===== src/rtl/core/hsrt_pkg.sv =====
// ----------------------------------------------------------------------------
// Health state residency tracker package
// Types, status codes and the health classification shared by the tracker.
// ----------------------------------------------------------------------------
package hsrt_pkg;

  localparam int STAMP_BITS = 32;
  localparam int COUNT_BITS = 32;

  typedef enum logic [1:0] {
    ST_HEALTHY  = 2'd0,
    ST_DEGRADED = 2'd1,
    ST_FAULT    = 2'd2
  } health_t;

  localparam logic [1:0] SYS_RUNNING      = 2'd0;
  localparam logic [1:0] SYS_SENSOR_ERROR = 2'd1;

  typedef struct packed {
    health_t                 state;
    logic [STAMP_BITS-1:0]   stamp;
  } item_t;

  typedef struct packed {
    health_t                 state;
    logic                    changed;
    logic [COUNT_BITS-1:0]   degraded_entries;
    logic [COUNT_BITS-1:0]   fault_entries;
    logic [COUNT_BITS-1:0]   recovery_entries;
    logic [COUNT_BITS-1:0]   healthy_total;
    logic [COUNT_BITS-1:0]   degraded_total;
    logic [COUNT_BITS-1:0]   fault_total;
  } result_t;

  function automatic health_t classify(input logic [1:0] sys, input logic link,
                                       input logic ok);
    health_t st;
    if (sys == SYS_SENSOR_ERROR || !ok) begin
      st = ST_FAULT;
    end else if (sys == SYS_RUNNING && link) begin
      st = ST_HEALTHY;
    end else begin
      st = ST_DEGRADED;
    end
    return st;
  endfunction

endpackage


===== src/rtl/core/hsrt_in_stage.sv =====
// ----------------------------------------------------------------------------
// Tracker input stage
// Registers each input beat together with its health classification.
// ----------------------------------------------------------------------------
module hsrt_in_stage (
  input  logic                          clk,
  input  logic                          rst,
  input  logic                          in_valid,
  output logic                          in_ready,
  input  logic [1:0]                    system_status,
  input  logic                          link_connected,
  input  logic                          sensor_ok,
  input  logic [hsrt_pkg::STAMP_BITS-1:0] now_ms,
  output logic                          item_valid,
  input  logic                          item_ready,
  output hsrt_pkg::item_t               item
);

  assign in_ready = !item_valid || item_ready;

  always_ff @(posedge clk) begin
    if (rst) begin
      item_valid <= 1'b0;
    end else if (in_ready) begin
      item_valid <= in_valid;
    end
  end

  always_ff @(posedge clk) begin
    if (in_valid && in_ready) begin
      item.state <= hsrt_pkg::classify(system_status, link_connected, sensor_ok);
      item.stamp <= now_ms;
    end
  end

endmodule


===== src/rtl/core/hsrt_update.sv =====
// ----------------------------------------------------------------------------
// Tracker update stage
// Holds the latched state, counters and residency totals and registers
// one result beat per item.
// ----------------------------------------------------------------------------
module hsrt_update #(
  parameter int TIME_WIDTH = 32
) (
  input  logic              clk,
  input  logic              rst,
  input  logic              item_valid,
  output logic              item_ready,
  input  hsrt_pkg::item_t   item,
  output logic              out_valid,
  input  logic              out_ready,
  output hsrt_pkg::result_t result
);

  localparam int TW = (TIME_WIDTH > hsrt_pkg::STAMP_BITS) ? hsrt_pkg::STAMP_BITS : TIME_WIDTH;
  localparam int CW = hsrt_pkg::COUNT_BITS;

  logic                started;
  hsrt_pkg::health_t   latched;
  logic [TW-1:0]       last_stamp;
  logic [CW-1:0]       degraded_count, fault_count, recovery_count;
  logic [CW-1:0]       healthy_time, degraded_time, fault_time;

  logic                fire;
  logic [TW-1:0]       elapsed;
  logic [CW-1:0]       add;
  logic                changed;
  logic [CW-1:0]       degraded_count_next, fault_count_next, recovery_count_next;
  logic [CW-1:0]       healthy_time_next, degraded_time_next, fault_time_next;

  assign item_ready = !out_valid || out_ready;
  assign fire       = item_valid && item_ready;
  assign elapsed    = item.stamp[TW-1:0] - last_stamp;
  assign add        = CW'(elapsed);
  assign changed    = started && (item.state != latched);

  always_comb begin
    degraded_count_next = degraded_count;
    fault_count_next    = fault_count;
    recovery_count_next = recovery_count;
    healthy_time_next   = healthy_time;
    degraded_time_next  = degraded_time;
    fault_time_next     = fault_time;
    if (started) begin
      case (latched)
        hsrt_pkg::ST_HEALTHY:  healthy_time_next  = healthy_time + add;
        hsrt_pkg::ST_DEGRADED: degraded_time_next = degraded_time + add;
        hsrt_pkg::ST_FAULT:    fault_time_next    = fault_time + add;
        default: ;
      endcase
    end
    if (changed) begin
      case (item.state)
        hsrt_pkg::ST_DEGRADED: degraded_count_next = degraded_count + 1'b1;
        hsrt_pkg::ST_FAULT:    fault_count_next    = fault_count + 1'b1;
        default:               recovery_count_next = recovery_count + 1'b1;
      endcase
    end
  end

  always_ff @(posedge clk) begin
    if (rst) begin
      started        <= 1'b0;
      latched        <= hsrt_pkg::ST_HEALTHY;
      last_stamp     <= '0;
      degraded_count <= '0;
      fault_count    <= '0;
      recovery_count <= '0;
      healthy_time   <= '0;
      degraded_time  <= '0;
      fault_time     <= '0;
      out_valid      <= 1'b0;
    end else if (fire) begin
      started        <= 1'b1;
      latched        <= item.state;
      last_stamp     <= item.stamp[TW-1:0];
      degraded_count <= degraded_count_next;
      fault_count    <= fault_count_next;
      recovery_count <= recovery_count_next;
      healthy_time   <= healthy_time_next;
      degraded_time  <= degraded_time_next;
      fault_time     <= fault_time_next;
      out_valid      <= 1'b1;
    end else if (out_ready) begin
      out_valid      <= 1'b0;
    end
  end

  always_ff @(posedge clk) begin
    if (fire) begin
      result.state            <= item.state;
      result.changed          <= changed;
      result.degraded_entries <= degraded_count_next;
      result.fault_entries    <= fault_count_next;
      result.recovery_entries <= recovery_count_next;
      result.healthy_total    <= healthy_time_next;
      result.degraded_total   <= degraded_time_next;
      result.fault_total      <= fault_time_next;
    end
  end

endmodule


===== src/rtl/core/health_state_residency_tracker_top.sv =====
// ----------------------------------------------------------------------------
// Health state residency tracker
// Classifies each status beat as healthy, degraded or fault, counts state
// entries and accumulates the time spent in each state.
//
//   Channel  Direction  Handshake            Payload
//   in       sink       in_valid / in_ready  system_status, link_connected,
//                                            sensor_ok, now_ms
//   out      source     out_valid/out_ready  health_state, state_changed,
//                                            entry counters, residency totals
//
// An item passes from input beat to result beat through the input register,
// then through the update logic into the result register. One item is
// accepted per cycle while the output is not stalled; the rate is set by
// the update of the state, counter and total registers. A stalled output
// holds its result and back-pressure reaches in_ready in the same cycle.
// Synchronous reset clears the valid flags, latched state, counters and
// totals; the first item after reset only latches its state and timestamp.
// ----------------------------------------------------------------------------
module health_state_residency_tracker_top #(
  parameter int TIME_WIDTH = 32
) (
  input  logic        clk,
  input  logic        rst,
  input  logic        in_valid,
  output logic        in_ready,
  input  logic [1:0]  system_status,
  input  logic        link_connected,
  input  logic        sensor_ok,
  input  logic [31:0] now_ms,
  output logic        out_valid,
  input  logic        out_ready,
  output logic [1:0]  health_state,
  output logic        state_changed,
  output logic [31:0] degraded_entries,
  output logic [31:0] fault_entries,
  output logic [31:0] recovery_entries,
  output logic [31:0] healthy_total_ms,
  output logic [31:0] degraded_total_ms,
  output logic [31:0] fault_total_ms
);

  logic              item_valid;
  logic              item_ready;
  hsrt_pkg::item_t   item;
  hsrt_pkg::result_t result;

  hsrt_in_stage u_in_stage (
    .clk            (clk),
    .rst            (rst),
    .in_valid       (in_valid),
    .in_ready       (in_ready),
    .system_status  (system_status),
    .link_connected (link_connected),
    .sensor_ok      (sensor_ok),
    .now_ms         (now_ms),
    .item_valid     (item_valid),
    .item_ready     (item_ready),
    .item           (item)
  );

  hsrt_update #(
    .TIME_WIDTH (TIME_WIDTH)
  ) u_update (
    .clk        (clk),
    .rst        (rst),
    .item_valid (item_valid),
    .item_ready (item_ready),
    .item       (item),
    .out_valid  (out_valid),
    .out_ready  (out_ready),
    .result     (result)
  );

  assign health_state      = result.state;
  assign state_changed     = result.changed;
  assign degraded_entries  = result.degraded_entries;
  assign fault_entries     = result.fault_entries;
  assign recovery_entries  = result.recovery_entries;
  assign healthy_total_ms  = result.healthy_total;
  assign degraded_total_ms = result.degraded_total;
  assign fault_total_ms    = result.fault_total;

endmodule


===== config.mk =====
export PLATFORM = sky130hd
export DESIGN_NAME = health_state_residency_tracker_top
export DESIGN_NICKNAME = d
export VERILOG_FILES = /design/src/rtl/core/hsrt_pkg.sv /design/src/rtl/core/hsrt_in_stage.sv /design/src/rtl/core/hsrt_update.sv /design/src/rtl/core/health_state_residency_tracker_top.sv
export SDC_FILE = /design/constraint.sdc
export NUM_CORES = 1
export LEC_CHECK = 0
export ABC_AREA = 1
export BUFFER_PORTS_ARGS = -buffer_cell sky130_fd_sc_hd__buf_2
export CORE_MARGIN = 4
export CORE_UTILIZATION = 45
export DETAILED_ROUTE_END_ITERATION = 10
export HOLD_SLACK_MARGIN = 0.02
export PLACE_DENSITY = 0.73
export SLEW_MARGIN = 25
export SYNTH_ARGS = -nofsm -noshare
export SYNTH_HDL_FRONTEND = slang
export SYNTH_HIERARCHICAL = 1
export SYNTH_SLANG_ARGS = --single-unit
export TNS_END_PERCENT = 20

===== constraint.sdc =====
create_clock -name clk -period 13.6 [get_ports clk]
set_input_delay 1.36 -clock clk [delete_from_list [all_inputs] [get_ports clk]]
set_output_delay 1.36 -clock clk [all_outputs]
set_load 0.1 [all_outputs]

## After elaboration in Yosys (flattened, before gate mapping)

Index checks and enable logic that the tools add are counted.

| storage, ports and cells | value |
|---|---|
| input port bits | 40 |
| word-level logic and storage cells | 63 |
| output and inout port bits | 197 |
| bits in registers | 458 |

| cells by class | value |
|---|---|
| reduce and logical (&&, ||, !) cells | 14 |
| equality and inequality tests | 6 |
| muxes and demuxes | 15 |
| add/subtract/negate cells | 7 |

Operator list:

| cell | count |
|---|---|
| $mux W32 | 12 |
| $add A32 B1 Y32 const B | 3 |
| $add A32 B32 Y32 | 3 |
| $sub A32 B32 Y32 | 1 |
| $eq A2 B1 Y1 const B | 3 |
| $eq A2 B2 Y1 const B | 2 |
| $logic_and A1 B1 Y1 | 4 |
| $logic_not A2 Y1 | 2 |
| $logic_not A1 Y1 | 3 |
| $logic_or A1 B1 Y1 | 3 |
| $mux W1 | 3 |
| $ne A2 B2 Y1 | 1 |
| $reduce_bool A2 Y1 | 1 |
| $reduce_or A2 Y1 | 1 |

## Logic depth before layout (Yosys ltp)

Gate-level depths: netlist of the first run.

| logic depth | value |
|---|---|
| depth in word-level cells | 4 |
| depth in mapped cells | 29 |
| depth with buffers taken out | 29 |

## Modules after synthesis

Netlist of the first run, hierarchy kept.

By module, submodules not included:

| module | seq. area each (um^2) | instances | cells each | area each (um^2) |
|---|---|---|---|---|
| hsrt_update | 10,420.0 | 1 | 3,297 | 25,149.1 |
| hsrt_in_stage | 1,041.0 | 1 | 46 | 1,092.3 |

## Worst setup path before layout of the first run

Ideal clock, no wire load.

| timing | value |
|---|---|
| path type | input to register |
| start point | input out_ready |
| end point | register u_update.fault_count[15] |
| path buffers | 2 |
| required time | 13.220 ns |
| data arrival time | 7.624 ns |
| setup slack | 5.596 ns |
| stages | 7 |
| library setup time | 0.380 ns |
| path through | inv_1 > nand2_1 > nand2_1 > inv_1 > clkbuf_1 > clkbuf_1 > a21oi_1 |

| on the way | value |
|---|---|
| word-level cells in the longest chain between the ends | 2 |

Ends and longest elaborated chain:

| element | line | text |
|---|---|---|
| from (decl) | health_state_residency_tracker_top.sv:32 | `input logic out_ready,` |
| $logic_or A1 B1 Y1 | hsrt_update.sv:35 | `assign item_ready = !out_valid \|\| out_ready;` |
| net item_ready | health_state_residency_tracker_top.sv:44 | `logic item_ready;` |
| $logic_and A1 B1 Y1 | hsrt_update.sv:36 | `assign fire = item_valid && item_ready;` |
| net u_update.fire | hsrt_update.sv:28 | `logic fire;` |
| to (signal assigned) | hsrt_update.sv:82 | `fault_count <= fault_count_next;` |
| to (decl) | hsrt_update.sv:25 | `logic [CW-1:0] degraded_count, fault_count, recovery_count;` |

The timed path passes the listed nets, and every way through them passes these cells.
A chain may end at the register's enable or synchronous reset.

## Final worst setup path of the first run

| timing | value |
|---|---|
| start point | register, netlist name u_in_stage/item[2] |
| end point | register, netlist name u_update/result[30] |

| on the way | value |
|---|---|
| word-level cells in the longest chain between the ends | 4 |

Ends and longest elaborated chain:

| element | line | text |
|---|---|---|
| $sub A32 B32 Y32 | hsrt_update.sv:37 | `assign elapsed = item.stamp[TW-1:0] - last_stamp;` |
| $add A32 B32 Y32 | hsrt_update.sv:52 | `hsrt_pkg::ST_FAULT: fault_time_next = fault_time + add;` |
| $mux W32 | hsrt_update.sv:49 | `case (latched)` |
| $mux W32 | hsrt_update.sv:48 | `if (started) begin` |
| net u_update.fault_time_next[30] | hsrt_update.sv:33 | `logic [CW-1:0] healthy_time_next, degraded_time_next, fault_time_next;` |

The timed path passes the listed nets, and every way through them passes these cells.

==> results.txt, run 1 <==
Yosys reg bits: 458
initial antenna violation count: 1
antenna-violating nets left: 0
maximum vdd drop: 0.166 mV
Avg WL per Cell: 16.9 um
clock edge transition at the registers on the reported setup and hold paths: 0.06 ns
fin util: 51.9%
setup TNS: 0 ns
Post-synth EDFFs: 229
core area: 57700 um2
Critical Path AT: 5.54 ns
gpl congestion: 0.955
first-pass GRT wire length: 115 mm
# fillers: 5577
worst reg-to-reg setup slack: 8.41 ns
Hold EP: u_update/last_stamp[13]
leakage power: 14.1 nW
Remaining DRCs: 0
Simple-Gate Fraction of Synth Area: 20.2%
Vias: 22800
startpoint types: flop
post-synthesis mux area share: 0%
clock skew: 0.0166 ns
top cells by area, synth: edfxtp_1 26%, dfxtp_1 17%, nand2_1 8.4%
hold depth: 2
Slew HR: 21.5%
Seq/Total Area, Yosys: 43.7%
worst r2r path cells: 20
H-tree levels: 2
Max Cap Viol: 0
Synth top area share: 26.2%
reg2reg end: u_update/result[30]
IO Count: 237
# rows: 88
share of the clock period used by the worst path: 38.2%
maximum buffer depth of the clock tree: 3
Post-synth ARST share: 0%
Tmin final: 5.19 ns
CTS tree: yes
fraction of layout cells with a size suffix above 1: 11.4%
Mapped Cells: 3343
Vias/cell: 5.23
xor/xnor share of the synthesized area: 5.07%
Critical Path RT: 13.95 ns
CP Capture Type: flop
Area Overhead vs Synth: 14.1%
hold crit path type: flop to flop
Least-Margin Pin Slew: 1.17 ns
Initial Util: 45.5%
CTS hold repair buffers: 0
maximum fanout along the worst path: 6
Yosys Warn Count: 6
Synth Area in Compound Gates: 15.3%
RR Startpoint: u_in_stage/item[2]
adder-cell share of the synthesized area: 6.89%
Fin. Hold Viols: 0
WS Path Type: flop to flop
Most used DFF post-synth: edfxtp_1
# setup viols final: 0
Post-Synthesis Cell Area: 26200 um2
gr ovfl total: 0
# nets final: 3731
clock sink count: 458
DR iter-0 viols: 1986
largest family of logic cells by synthesized area: simple AND/OR/NAND/NOR gates
RSZ-0062 raised after global routing: false
unique cell type count in the Yosys netlist: 49
Root Buffer: clkbuf_16
Die ar.: 62200 um2
PD cells: 146 nW/um2
Die Y: 249 um
Max Fclk: 193 MHz
Final Max Tran Viols: 0
DP Wirelength: 54.1 mm
vias in the first global route: 21300
Mean Syn Cell Area: 7.85 um2
outcome: completed
PostCTS Resize Cnt: 0
Synthesized Nets: 3525
IO buf count: 236
CTS Buf Count: 50
Synth area leader: edfxtp_1
worst skew pair latency: 0.60 ns
total track usage: 22.8%
final WL: 73.7 mm
drt pass-1 iters: 8
largest net degree at the start of global routing: 160
Post-CTS Setup Repair Bufs: 0
DIE WIDTH: 249 um
min-delay src: u_update/last_stamp[13]
-- stage by stage --
stage                     cells  area, um2  power, mW  hold WS, ns  setup WS (ns)
after floorplan            3343      26200       2.60        0.433           5.60
final                      4357      30000       4.38        0.455           8.41
after CTS                  4356      29900       4.40        0.460           8.56
after global routing       4356      29900       4.61        0.477           8.22
after detailed placement   4262      28200       2.92        0.451           8.61
after global placement     4262      28100       2.91        0.443           8.64
-- critical path, cell delays in order (launching register included) --
cell,delay (ns)
edfxtp_1,0.38
ha_1,0.37
a21oi_1,0.18
nand2_1,0.12
nand2_1,0.08
nand2_1,0.12
a21oi_1,0.35
o21ai_1,0.18
a21boi_0,0.36
o21ai_1,0.13
xor2_1,0.87
ha_1,0.42
a21oi_1,0.23
o21ai_0,0.21
o21bai_1,0.29
a21oi_1,0.22
nand2_1,0.07
nand2_1,0.06
nand3_1,0.06
o21ai_0,0.15
inv_1,0.06
-- logic make-up (layout without fill, tap and decap cells) --
| kind of cell | Yosys count | after routing |
|---|---|---|
| buf+inv | 621 | 869 |
| other cells | 0 | 1 |
| fa+ha+maj | 142 | 142 |
| xor+xnor | 151 | 151 |
| simple gates | 1209 | 1209 |
| flops | 458 | 458 |
| compound gates | 762 | 762 |
-- Yosys cell counts, types with 32 or more instances --
library cell and count:
edfxtp_1 229, nand2_1 589, ha_1 138, or2_2 41, nand3_1 173, inv_1 521
xnor2_1 32, nor2_1 250, dfxtp_1 229, o21ai_0 325, clkbuf_1 88, xor2_1 118
nand4_1 51, nor3_1 50, a21oi_1 339
-- layout by cell type, fill, tap and decap left out, types with 6 or more instances in the layout --
cell,instances
nor2_4,7
a211oi_1,6
nor4_1,9
clkinv_1,8
nand4_1,51
buf_2,235
a21o_1,26
xor2_1,118
o21bai_1,26
dfxtp_1,229
o21ai_0,325
ha_1,138
nand2_1,588
o21ai_1,19
a21boi_0,7
clkbuf_16,50
or2_2,41
nor2_2,9
nor2_1,250
clkbuf_1,14
a21oi_1,338
a31oi_1,6
edfxtp_1,229
nand2_2,7
bufinv_16,10
xnor2_1,31
buf_4,10
nor3_1,50
inv_1,519
nand3_1,173
-- report_power, final --
group | internal (mW) | leakage [nW] | switching, mW | total (mW)
clock network | 0.888 | 0.851 | 0.579 | 1.47
logic | 0.342 | 9.15 | 0.966 | 1.31
registers | 1.55 | 4.08 | 0.0578 | 1.61
total | 2.78 | 14.1 | 1.60 | 4.38
-- cell type report --
class	instances	area [um2]	share of cell area (%)
inverter	527	1990	6.64
sequential	458	11500	38.3
antenna	1	2.50	0.00836
clock buffer	66	1330	4.45
clock inverter	28	450	1.50
timing repair buffer	248	1280	4.29
multi-input combinational	2264	12500	41.6
tap	765	957	3.20
-- state kept, by name, summed over array words and instances (netlist names) --
register,flops
u_in_stage/item_valid,1
u_update/degraded_count,32
u_update/started,1
u_update/out_valid,1
u_update/latched,2
u_update/recovery_count,32
u_update/healthy_time,32
u_update/last_stamp,32
u_update/fault_count,32
u_update/fault_time,32
u_in_stage/item,34
u_update/result,195
u_update/degraded_time,32
-- layer usage --
| layer | vias up | GRT usage [%] | share of wire (%) |
|---|---|---|---|
| met4 | 0 | 6.38 | 2.7 |
| met5 | - | 0 | 0 |
| li1 | 11500 | - | - |
| met1 | 10600 | 31.9 | 46 |
| met3 | 103 | 4.23 | 6.3 |
| met2 | 592 | 36.6 | 45 |
-- how the worst max path moves through the flow --
stage                       start                  endpoint  slack, ns  cells after the start
6_report       u_in_stage/item[2]       u_update/result[30]       8.41                     20
5_1_grt        u_in_stage/item[2]       u_update/result[30]       8.22                     20
4_1_cts        u_in_stage/item[5]       u_update/result[30]       8.56                     20
3_5_place_dp   u_in_stage/item[2]       u_update/result[30]       8.61                     20
3_3_place_gp   u_in_stage/item[2]       u_update/result[30]       8.64                     20
2_1_floorplan           out_ready  u_update/fault_count[15]       5.60                      7
No activity file was read; power rests on OpenSTA's default activity.
==> run 2, diff against run 1 <==
--- a/config.mk
+++ b/config.mk
@@ -5,13 +5,13 @@
 export SDC_FILE = /design/constraint.sdc
 export NUM_CORES = 1
 export LEC_CHECK = 0
-export ABC_AREA = 1
+export ABC_AREA = 0
 export BUFFER_PORTS_ARGS = -buffer_cell sky130_fd_sc_hd__buf_2
 export CORE_MARGIN = 4
 export CORE_UTILIZATION = 45
 export DETAILED_ROUTE_END_ITERATION = 10
 export HOLD_SLACK_MARGIN = 0.02
-export PLACE_DENSITY = 0.73
+export PLACE_DENSITY = 0.76
 export SLEW_MARGIN = 25
 export SYNTH_ARGS = -nofsm -noshare
 export SYNTH_HDL_FRONTEND = slang
==> constraint.sdc (replaced) <==
create_clock -name clk -period 4.6 [get_ports clk]
set_input_delay 0.46 -clock clk [delete_from_list [all_inputs] [get_ports clk]]
set_output_delay 0.46 -clock clk [all_outputs]
set_load 0.1 [all_outputs]
==> run 2 against run 1 <==
  * The run now ends with setup timing left
  * Clock-buffer cell count down 5
  * Die area down 5.1%
  * Cell area up 8.6%
  * Maximum frequency up 7.7%
  * Flip-flop and latch count unchanged
  * Critical path depth unchanged
  * First-iteration DRC count down 27%
  * Setup slack worse by 8.6 ns
  * Non-clock buffer count up 333
  * Combinational power up 130%
  * Clock skew up 0.026 ns
  * Critical path type unchanged
  * Largest power group unchanged
==> results.txt, run 2 <==
Synth top cells by count: 398 x nand2_1, 229 x dfxtp_1, 229 x edfxtp_1
Synthesized Nets: 2847
Synth top area share: 27.7%
Seq/Total Area, Yosys: 46.1%
most frequent cells in the layout: 393 x nand2_1, 303 x buf_4, 235 x buf_2
antenna-violating nets left: 0
initial antenna violation count: 0
worst skew pair latency: 0.62 ns
top cells by area, synth: edfxtp_1 28%, dfxtp_1 18%, ha_1 6.9%
CP Capture Type: flop
outcome: finished, violations left
Vias/cell: 5.39
Least-Margin Pin Slew: 1.00 ns
Yosys Warn Count: 6
# setup viols final: 15
gpl congestion: 0.936
DP Wirelength: 45.9 mm
gr ovfl total: 0
Mean Syn Cell Area: 9.33 um2
Final Max Tran Viols: 0
top flop regs: u_update/result x195, u_in_stage/item x34
antenna cells: 0
pre-CTS worst setup slack: -0.618 ns
IO buf count: 236
largest net degree at the start of global routing: 134
maximum vdd drop: 0.305 mV
Max Cap Viol: 0
maximum buffer depth of the clock tree: 3
Critical Path RT: 5.10 ns
critical path's top delay family: simple AND/OR/NAND/NOR gates
Die Y: 243 um
CTS tree: yes
CTS Buf Count: 50
Mapped Cells: 2665
most numerous cell in the Yosys netlist: nand2_1
max reg flops: 195
unique cell type count in the Yosys netlist: 98
setup TNS: -1.46 ns
Critical Path AT: 5.32 ns
commonest non-fill, non-tap cell in the layout: nand2_1
critical path cell sequence: ha_4 -> buf_6 -> and3_2 -> buf_4 -> nand2_1 -> a211oi_4 -> o221a_4 -> buf_4 -> a22oi_2 -> xnor2_1 -> ha_1 -> and2_1 -> nand3_1 -> nor3b_1 -> o21ai_2 -> nand4_1 -> a311o_1 -> or3_4 -> nand3_2 -> mux2_4
Initial Util: 45.8%
DIE WIDTH: 243 um
share of the clock period used by the worst path: 105%
Avg WL per Cell: 17.1 um
Slew HR: 33.0%
cell mode on critical path: buf_4
core area: 54200 um2
Die ar.: 59100 um2
Tmin final: 4.82 ns
clock skew: 0.0429 ns
Post-Synthesis Cell Area: 24900 um2
WP buf/inv: 3
Post-synth ARST share: 0%
H-tree levels: 2
PD cells: 362 nW/um2
Fin. Hold Viols: 0
Root Buffer: clkbuf_16
first-pass GRT wire length: 104 mm
Area Overhead vs Synth: 30.8%
maximum fanout along the worst path: 3
WS Path Type: flop to flop
hold depth: 1
Post-synth EDFFs: 229
clock edge transition at the registers on the reported setup and hold paths: 0.06 ns
IO Count: 237
Most used DFF post-synth: edfxtp_1
clock sink count: 458
Slowest cell on crit path: xnor2_1
number of cells on the critical path: 20
DR iter-0 viols: 1455
leakage power: 13.2 nW
RSZ-0062 raised after global routing: true
Max Fclk: 207 MHz
worst setup margin: -0.220 ns
drt pass-1 iters: 5
fraction of layout cells with a size suffix above 1: 27.8%
# nets final: 3372
# rows: 85
hold crit path type: input pin to flop
Biggest register: u_update/result
vias in the first global route: 20100
startpoint types: flop
worst r2r path cells: 20
CP peak stage delay: 0.60 ns
Vias: 21200
Synth area leader: edfxtp_1
Yosys reg bits: 458
Remaining DRCs: 0
total track usage: 21.3%
final WL: 67.2 mm
failing checks: setup timing
-- run 2: timing repair --
action,CTS,global route
resized for setup,133,183
setup endpoints to repair,87,105
hold endpoints to repair,22,0
buffers inserted,24,14
pin swaps,83,101
hold buffers,22,0
-- run 2: cell type report --
class	instances	area (um2)
flip-flops and latches	458	11500
inverters	89	347
repair buffers	581	3930
well taps	696	871
clock inverters	32	399
clock buffers	61	1400
fillers	4352	21700
multi-input cells	2010	14100
-- run 2: logic make-up after synthesis --
group | share of synthesized area, %
adders and majority gates | 7.27
AOI/OAI and AO/OA | 15.3
and+or+nand+nor | 18.2
xor gates and xnor gates | 9.09
muxes | 0.846
DFF | 46.1
buffers and inverters | 3.18
-- run 2: per-layer routing --
metal,GRT usage (%),share of wire [%]
met3,2.96,5.5
met2,36.7,48
met4,6.25,3.0
met5,0,0
met1,28.1,43
-- run 2: path summary, 6_finish.rpt --
path                                         startpoint                   endpoint  slack [ns]
worst max-delay path                 u_in_stage/item[8]  u_update/healthy_time[31]       -0.22
worst max register to register       u_in_stage/item[8]  u_update/healthy_time[31]       -0.22
worst min-delay path                         now_ms[27]        u_in_stage/item[27]        0.06
worst min register to register  u_update/last_stamp[14]    u_update/last_stamp[14]        0.45
-- run 2: power by group --
part / switching [mW] / internal, mW
sequential: 0.0734 / 4.43
clock: 1.74 / 2.53
combinational: 1.89 / 1.12
-- run 2: metrics by stage --
step | util (%) | cell area, um2 | total power, mW | cells | hold WS, ns
2_1_floorplan | - | 24900 | 6.31 | 2665 | 0.436
3_3_place_gp | 52.9 | 28700 | 7.14 | 3778 | 0.442
3_5_place_dp | 52.9 | 28700 | 7.17 | 3778 | 0.447
4_1_cts | 58.1 | 31500 | 11.6 | 3916 | 0.0251
5_1_grt | 60.0 | 32500 | 12.3 | 3927 | 0.0264
6_report | 60.0 | 32500 | 11.8 | 3927 | 0.0567
